===== config.mk =====
export PLATFORM = sky130hd
export DESIGN_NAME = i2c_master_bit_engine
export DESIGN_NICKNAME = d
export VERILOG_FILES = /design/src/i2cm_pkg.sv /design/src/i2cm_front.sv /design/src/i2cm_back.sv /design/src/i2c_master_bit_engine.sv
export SDC_FILE = /design/constraint.sdc
export NUM_CORES = 1
export LEC_CHECK = 0
export BUFFER_PORTS_ARGS = -buffer_cell sky130_fd_sc_hd__buf_2
export CAP_MARGIN = 20
export CORE_UTILIZATION = 30
export DETAILED_ROUTE_END_ITERATION = 10
export PLACE_DENSITY_LB_ADDON = 0.3
export SLEW_MARGIN = 20
export SYNTH_ARGS = -nofsm -noshare
export SYNTH_HDL_FRONTEND = slang
export SYNTH_SLANG_ARGS = --single-unit

===== constraint.sdc =====
create_clock -name i_clk -period 4.25 [get_ports i_clk]
set_clock_uncertainty 0.2 [all_clocks]
set_input_delay 0.2125 -clock i_clk [delete_from_list [all_inputs] [get_ports i_clk]]
set_output_delay 0.2125 -clock i_clk [all_outputs]
set_load 0.005 [all_outputs]

===== src/i2cm_pkg.sv =====
`timescale 1ns / 1ps
`default_nettype none

package i2cm_pkg;

    typedef enum logic [2:0] {
        ACT_START     = 3'd0,
        ACT_STOP      = 3'd1,
        ACT_WRITE     = 3'd2,
        ACT_READ      = 3'd3,
        ACT_WAIT_ACK  = 3'd4,
        ACT_SEND_ACK  = 3'd5,
        ACT_SEND_NACK = 3'd6
    } t_action;

    typedef struct packed {
        logic [2:0] action;
        logic [7:0] write_byte;
        logic [7:0] bus_sda_bits;
        logic       bus_sda_ack;
    } t_cmd_in;

    typedef struct packed {
        logic       scl_level;
        logic       sda_level;
        logic [7:0] read_data;
        logic       ack_missing;
        logic       last_phase;
    } t_res;

    typedef struct packed {
        t_action    kind;
        logic [7:0] wbyte;
        logic [7:0] rbits;
        logic       rack;
    } t_cmd;

    localparam logic [15:0] PHASE_CLOCKS_RESET = 16'd10;
    localparam logic [2:0]  BYTE_LAST_BIT      = 3'd7;

endpackage

`default_nettype wire


===== src/i2cm_front.sv =====
`timescale 1ns / 1ps
`default_nettype none

module i2cm_front
    import i2cm_pkg::*;
(
    input  wire     i_clk,
    input  wire     i_rst_n,
    input  wire     i_push,
    input  t_cmd_in i_cmd,
    output logic    o_full,
    output logic    o_q_valid,
    output t_cmd    o_q_cmd,
    input  wire     i_q_take
);

    logic r_head_v, n_head_v;
    logic r_tail_v, n_tail_v;
    t_cmd r_head, n_head;
    t_cmd r_tail, n_tail;
    t_cmd w_new;
    logic w_legal;
    logic w_wr;
    logic w_take;

    // drop unused action codes here
    always_comb begin
        unique case (i_cmd.action) inside
            ACT_START, ACT_STOP, ACT_WRITE, ACT_READ,
            ACT_WAIT_ACK, ACT_SEND_ACK, ACT_SEND_NACK: w_legal = 1'b1;
            default:                                  w_legal = 1'b0;
        endcase
    end

    assign w_new.kind  = t_action'(i_cmd.action);
    assign w_new.wbyte = i_cmd.write_byte;
    assign w_new.rbits = i_cmd.bus_sda_bits;
    assign w_new.rack  = i_cmd.bus_sda_ack;

    assign o_full    = r_tail_v;
    assign w_wr      = i_push && !r_tail_v && w_legal;
    assign w_take    = i_q_take && r_head_v;
    assign o_q_valid = r_head_v;
    assign o_q_cmd   = r_head;

    always_comb begin
        n_head_v = r_head_v;
        n_tail_v = r_tail_v;
        n_head   = r_head;
        n_tail   = r_tail;
        if (w_take) begin
            if (r_tail_v) begin
                n_head   = r_tail;
                n_tail_v = w_wr;
                n_tail   = w_new;
            end else begin
                n_head_v = w_wr;
                n_head   = w_new;
            end
        end else if (w_wr) begin
            if (!r_head_v) begin
                n_head_v = 1'b1;
                n_head   = w_new;
            end else begin
                n_tail_v = 1'b1;
                n_tail   = w_new;
            end
        end
    end

    always_ff @(posedge i_clk) begin
        if (!i_rst_n) begin
            r_head_v <= 1'b0;
            r_tail_v <= 1'b0;
        end else begin
            r_head_v <= n_head_v;
            r_tail_v <= n_tail_v;
        end
        r_head <= n_head;
        r_tail <= n_tail;
    end

endmodule

`default_nettype wire


===== src/i2cm_back.sv =====
`timescale 1ns / 1ps
`default_nettype none

module i2cm_back
    import i2cm_pkg::*;
(
    input  wire         i_clk,
    input  wire         i_rst_n,
    input  wire         i_q_valid,
    input  t_cmd        i_q_cmd,
    output logic        o_q_take,
    input  wire  [15:0] i_phase_clocks,
    output logic        o_empty,
    input  wire         i_pop,
    output t_res        o_res
);

    typedef enum logic [1:0] {
        ST_IDLE = 2'b01,
        ST_RUN  = 2'b10
    } t_state;

    t_state      r_state;
    t_cmd        r_cmd;
    logic [7:0]  r_shift;
    logic [1:0]  r_step;
    logic [2:0]  r_bit;
    logic [15:0] r_timer;
    logic        r_scl;
    logic        r_sda;
    logic        r_out_v;
    t_res        r_out;

    logic        w_scl;
    logic        w_sda;
    logic        w_last;
    logic        w_wrap;
    logic        w_emit;
    t_res        w_res;

    assign o_q_take = (r_state == ST_IDLE) && i_q_valid;
    assign w_emit   = (r_state == ST_RUN) && (r_timer == 16'd0) && (!r_out_v || i_pop);
    assign o_empty  = !r_out_v;
    assign o_res    = r_out;

    // line levels of the phase at hand
    always_comb begin
        w_scl  = r_scl;
        w_sda  = r_sda;
        w_last = 1'b0;
        w_wrap = 1'b0;
        unique case (r_cmd.kind)
            ACT_START: begin
                case (r_step)
                    2'd0: begin w_scl = 1'b1; w_sda = 1'b1; end
                    2'd1: w_sda = 1'b0;
                    default: begin w_scl = 1'b0; w_last = 1'b1; end
                endcase
            end
            ACT_STOP: begin
                case (r_step)
                    2'd0: begin w_scl = 1'b1; w_sda = 1'b0; end
                    default: begin w_sda = 1'b1; w_last = 1'b1; end
                endcase
            end
            ACT_WRITE: begin
                case (r_step)
                    2'd0: w_sda = r_shift[7];
                    2'd1: w_scl = 1'b1;
                    default: begin
                        w_scl  = 1'b0;
                        w_wrap = 1'b1;
                        if (r_bit == BYTE_LAST_BIT) begin
                            w_sda  = 1'b1;
                            w_last = 1'b1;
                        end
                    end
                endcase
            end
            ACT_READ: begin
                case (r_step)
                    2'd0: w_scl = 1'b1;
                    default: begin
                        w_scl  = 1'b0;
                        w_wrap = 1'b1;
                        w_last = (r_bit == BYTE_LAST_BIT);
                    end
                endcase
            end
            ACT_WAIT_ACK, ACT_SEND_NACK: begin
                case (r_step)
                    2'd0: w_sda = 1'b1;
                    2'd1: w_scl = 1'b1;
                    default: begin w_scl = 1'b0; w_last = 1'b1; end
                endcase
            end
            ACT_SEND_ACK: begin
                case (r_step)
                    2'd0: w_sda = 1'b0;
                    2'd1: w_scl = 1'b1;
                    2'd2: w_scl = 1'b0;
                    default: begin w_sda = 1'b1; w_last = 1'b1; end
                endcase
            end
            default: begin
                w_last = 1'b1;
            end
        endcase
    end

    // sda stays put through a read, so the wired-and uses the held level
    always_comb begin
        w_res.scl_level   = w_scl;
        w_res.sda_level   = w_sda;
        w_res.last_phase  = w_last;
        w_res.read_data   = (w_last && r_cmd.kind == ACT_READ) ?
                            (r_cmd.rbits & {8{r_sda}}) : 8'd0;
        w_res.ack_missing = (w_last && r_cmd.kind == ACT_WAIT_ACK) ? r_cmd.rack : 1'b0;
    end

    always_ff @(posedge i_clk) begin
        if (!i_rst_n) begin
            r_state <= ST_IDLE;
            r_timer <= 16'd0;
            r_scl   <= 1'b1;
            r_sda   <= 1'b1;
            r_out_v <= 1'b0;
            r_step  <= 2'd0;
            r_bit   <= 3'd0;
        end else begin
            if (r_timer != 16'd0) begin
                r_timer <= r_timer - 16'd1;
            end
            if (w_emit) begin
                r_out_v <= 1'b1;
                r_scl   <= w_scl;
                r_sda   <= w_sda;
                r_timer <= i_phase_clocks - 16'd1;
                if (w_last) begin
                    r_state <= ST_IDLE;
                end
                if (w_wrap) begin
                    r_step <= 2'd0;
                    r_bit  <= r_bit + 3'd1;
                end else begin
                    r_step <= r_step + 2'd1;
                end
            end else if (i_pop) begin
                r_out_v <= 1'b0;
            end
            unique case (r_state)
                ST_IDLE: begin
                    if (i_q_valid) begin
                        r_state <= ST_RUN;
                        r_step  <= 2'd0;
                        r_bit   <= 3'd0;
                    end
                end
                ST_RUN: begin
                end
                default: r_state <= ST_IDLE;
            endcase
        end
        if (o_q_take) begin
            r_cmd   <= i_q_cmd;
            r_shift <= i_q_cmd.wbyte;
        end else if (w_emit && r_cmd.kind == ACT_WRITE && w_wrap) begin
            r_shift <= {r_shift[6:0], 1'b0};
        end
        if (w_emit) begin
            r_out <= w_res;
        end
    end

endmodule

`default_nettype wire


===== src/i2c_master_bit_engine.sv =====
// I2C master bit engine: turns bus commands into timed SCL/SDA phases.
// Input channel: a command item on i_cmd is taken on a clock edge with i_push
// high and o_full low. Unused action codes are taken and dropped, with no result.
// Commands wait in a two-entry queue, so up to two can be pushed ahead.
// Result channel: one item per bus phase on o_res while o_empty is low, taken
// on an edge with i_pop high. last_phase marks the end of a command and carries
// read_data or ack_missing.
// Timing: a phase timer, loaded from phase_clocks at each phase, holds each level
// pair until it runs out, and only then is the next phase produced; a write byte
// is made of 24 phases. The first phase of a command goes out through ST_RUN
// into the result register once it has reached the sequencer, the previous
// phase's hold time has run out and the result register is free or popped.
// A stalled result (i_pop low) holds the sequencer; the command queue keeps
// taking items until it is full.
// i_cfg_we with i_cfg_data sets phase_clocks; write only while idle.
// Reset: both lines released, queues empty, phase_clocks back to 10.
`timescale 1ns / 1ps
`default_nettype none

module i2c_master_bit_engine
    import i2cm_pkg::*;
(
    input  wire         i_clk,
    input  wire         i_rst_n,
    input  wire         i_push,
    input  t_cmd_in     i_cmd,
    output logic        o_full,
    output logic        o_empty,
    input  wire         i_pop,
    output t_res        o_res,
    input  wire         i_cfg_we,
    input  wire  [15:0] i_cfg_data
);

    logic [15:0] r_phase_clocks;
    logic        w_q_valid;
    logic        w_q_take;
    t_cmd        w_q_cmd;

    always_ff @(posedge i_clk) begin
        if (!i_rst_n) begin
            r_phase_clocks <= PHASE_CLOCKS_RESET;
        end else if (i_cfg_we) begin
            r_phase_clocks <= i_cfg_data;
        end
    end

    i2cm_front u_front (
        .i_clk     (i_clk),
        .i_rst_n   (i_rst_n),
        .i_push    (i_push),
        .i_cmd     (i_cmd),
        .o_full    (o_full),
        .o_q_valid (w_q_valid),
        .o_q_cmd   (w_q_cmd),
        .i_q_take  (w_q_take)
    );

    i2cm_back u_back (
        .i_clk          (i_clk),
        .i_rst_n        (i_rst_n),
        .i_q_valid      (w_q_valid),
        .i_q_cmd        (w_q_cmd),
        .o_q_take       (w_q_take),
        .i_phase_clocks (r_phase_clocks),
        .o_empty        (o_empty),
        .i_pop          (i_pop),
        .o_res          (o_res)
    );

endmodule

`default_nettype wire

==> reports/metrics.yaml <==
status: "complete, no violations"
grt_pass1_wl_um: 16350
grt_pass1_vias: 3394
io_pins: 55
slew_viol_final: 0
synth.area.mux_share: 0.09692
core_um2: 16580
fin_crit_ps: 3446
yosysWarnings: 0
drc_errors: 0
synth_top_area_cell: "edfxtp_1"
routed_wl_um: 9627
vdd_drop_max_mv: 0.3179
dp_hpwl_um: 6416
first_pass_iters: 4
rsz0062_at_grt: "false"
clock_latency_ps: 410
timing.rr.start: "u_back.r_state[0]$_SDFF_PN1_"
synth_edf_count: 72
area_delta_synth_final_pct: 27.78
portBuffers: 54
start_util: 0.3083
postCtsSetupBuffers: 0
synth-seq-area-share: 0.5952
finalNetCount: 558
synth-xor-area-share: 0.01713
powerDensity_nw_per_um2: 532.3
avgSynthCellArea_um2: 12.50
hold_class: "input pin to flip-flop"
htreeDepth: 4
die_w_um: 132.5
p_sw_mw: 0.9984
setup_viol: 0
reg2reg_to: "u_back.r_timer[14]$_SDFFE_PN0P_"
dieArea_um2: 17570
worstHoldEndpoint: "r_phase_clocks[7]$_SDFFE_PN0P_"
drt_iter0_markers: 276
synth_most_common_cell: "edfxtp_1"
place_ws_ps: 818.7
fill_cells: 1606
fin_crit_sh: 0.8109
synthArstFlopShare: 0
synthCells: 409
synth_fa_ha_area_frac: 0.01958
cts_buffers: 17
syn_nets: 458
syn_area_um2: 5112
synth-simple-area-share: 0.1419
endpoint_kind: "flip-flop"
synth_area_leaders: "edfxtp_1, dfxtp_1, mux2_2"
grt_start_max_net_pins: 45
pwr-share-seq: 0.422
hold_path_depth: 3
worst_ep_arrival_time_ps: 3510
antenna_found_initial: 0
path_max_fanout: 44
relSlewSlack: 0.4323
synth_top_family_by_area: "simple AND/OR/NAND/NOR gates"
cts_root_buf: "clkbuf_16"
ys_ff_latch: 116
ff2ff_path_depth: 13
synthFlopType: "edfxtp_1"
final-hold-violation-count: 0
cts.path.max_buffers: 2
cts.repair.resized: 0
vias_per_cell: 4.554
clk_pin_slew_ps: 60
start_kind: "flip-flop"
comb_power_share: 0.197
antenna_left: 0
synth.distinct_cells: 61
cts_hold_buf: 41
post-place-cells: 669
hold_path_startpoint: "i_cfg_we"
overflow: 0
regToRegSetupSlack_ps: 800
synth_top_area_frac: 0.4229
worst-slew-pin-transition_ps: 849.5
fin_util: 0.3939
gp_congestion: 0.8089
drive_gt1_frac: 0.2510
max_cap_violations: 0
cellLeakagePower_nw: 2.464
wl_per_cell_um: 12.97
cp.required_ps: 4310
antenna_cells: 0
p_int_mw: 2.479
grtUsageTotal: 0.1186
cts.sinks: 116
fin_tns_setup_ps: 0
synth-compound-area-share: 0.09692
layoutNonFillerInstCount: 742
tritoncts: "built"
path_class: "flip-flop to flip-flop"
power_frac_clock: 0.380
fin_ws_ps: 803.6
num_vias: 3379
synthTopCellsByCount: "edfxtp_1, dfxtp_1, mux2_2"
num_rows: 47
fmax_ghz: 0.2902
fp.dieH_um: 132.5
p_sw_frac: 0.2872
[layout by cell type, fill, tap and decap left out, drive strengths merged, types with 18 or more instances in the layout]
| cell type | netlist | layout |
|---|---|---|
| a21oi | 22 | 22 |
| nand2 | 23 | 23 |
| nor2 | 25 | 25 |
| edfxtp | 72 | 72 |
| mux2i | 18 | 18 |
| buf | 7 | 57 |
| dfxtp | 44 | 44 |
| dlygate4sd3 | 0 | 41 |
| mux2 | 28 | 28 |
| nor2b | 18 | 18 |
[cell type report]
type,count,area (um^2),area share
clock buffer,17,425.4,0.06512
sequential,116,3043,0.4658
inverter,10,50.05,0.007661
tap,220,275.3,0.04214
clock inverter,15,131.4,0.02011
multi-input combinational,266,1904,0.2915
timing repair buffer,98,703.2,0.1076
[how the worst max path moves through the flow]
stage,endpoint,cells past startpoint,startpoint
2_1_floorplan,u_back.r_timer[14]$_SDFFE_PN0P_,16,u_back.r_state[0]$_SDFF_PN1_
3_3_place_gp,u_back.r_timer[14]$_SDFFE_PN0P_,13,u_back.r_state[0]$_SDFF_PN1_
3_5_place_dp,u_back.r_timer[14]$_SDFFE_PN0P_,13,u_back.r_state[0]$_SDFF_PN1_
4_1_cts,u_back.r_timer[14]$_SDFFE_PN0P_,13,u_back.r_state[0]$_SDFF_PN1_
5_1_grt,u_back.r_timer[14]$_SDFFE_PN0P_,13,u_back.r_state[0]$_SDFF_PN1_
6_report,u_back.r_timer[14]$_SDFFE_PN0P_,13,u_back.r_state[0]$_SDFF_PN1_
[sequential cells by signal, indices dropped and copies added (netlist names)]
name / cells
r_phase_clocks: 16
u_back.o_res: 12
u_back.r_bit: 3
u_back.r_cmd: 12
u_back.r_out_v: 1
u_back.r_scl: 1
u_back.r_sda: 1
u_back.r_shift: 8
u_back.r_state: 2
u_back.r_step: 2
u_back.r_timer: 16
u_front.o_full: 1
u_front.o_q_cmd: 20
u_front.o_q_valid: 1
u_front.r_tail: 20
[cells by family (layout without fill, tap and decap cells)]
kind of cell    Yosys count  in the layout
simple gates            128            128
compound gates           74             74
fa+ha+maj                 8              8
buf+inv                  27            140
flops                   116            116
mux                      46             46
xor+xnor                 10             10
[layer usage]
| metal | GRT usage | wire length (um) |
|---|---|---|
| met1 | 0.1490 | 4582 |
| met2 | 0.1901 | 4704 |
| met5 | 0 | 0 |
| met3 | 0.03333 | 265 |
| met4 | 0.05236 | 74 |
[stage by stage]
stage          total power, mW  hold WS (ps)  cell area, um^2
4_1_cts                  3.520         168.4             6533
5_1_grt                  3.674         200.3             6533
3_5_place_dp             2.146         204.9             5565
2_1_floorplan            1.996         111.4             5112
3_3_place_gp             2.130         201.3             5565
6_report                 3.477         179.0             6533
[power by group through the flow]
stage	Clock, mW	Sequential [mW]	Combinational (mW)
CTS	1.36	1.47	0.690
finish	1.32	1.47	0.686
floorplan	0	1.45	0.546
global placement	0	1.48	0.646
global route	1.41	1.49	0.776
detailed placement	0	1.49	0.656
[critical path, cell delays in order, from the launching register on]
cell and delay [ps]:
dfxtp_1 350, inv_1 50, ha_1 270, nand4_1 290, or3_1 410, clkinv_8 260
a21oi_1 220, ha_1 210, nand2b_1 150, nor2_1 130, o31ai_1 150, a2111oi_2 400
xnor2_1 160, nor2_1 50
No activity file was read; power rests on OpenSTA's default activity.
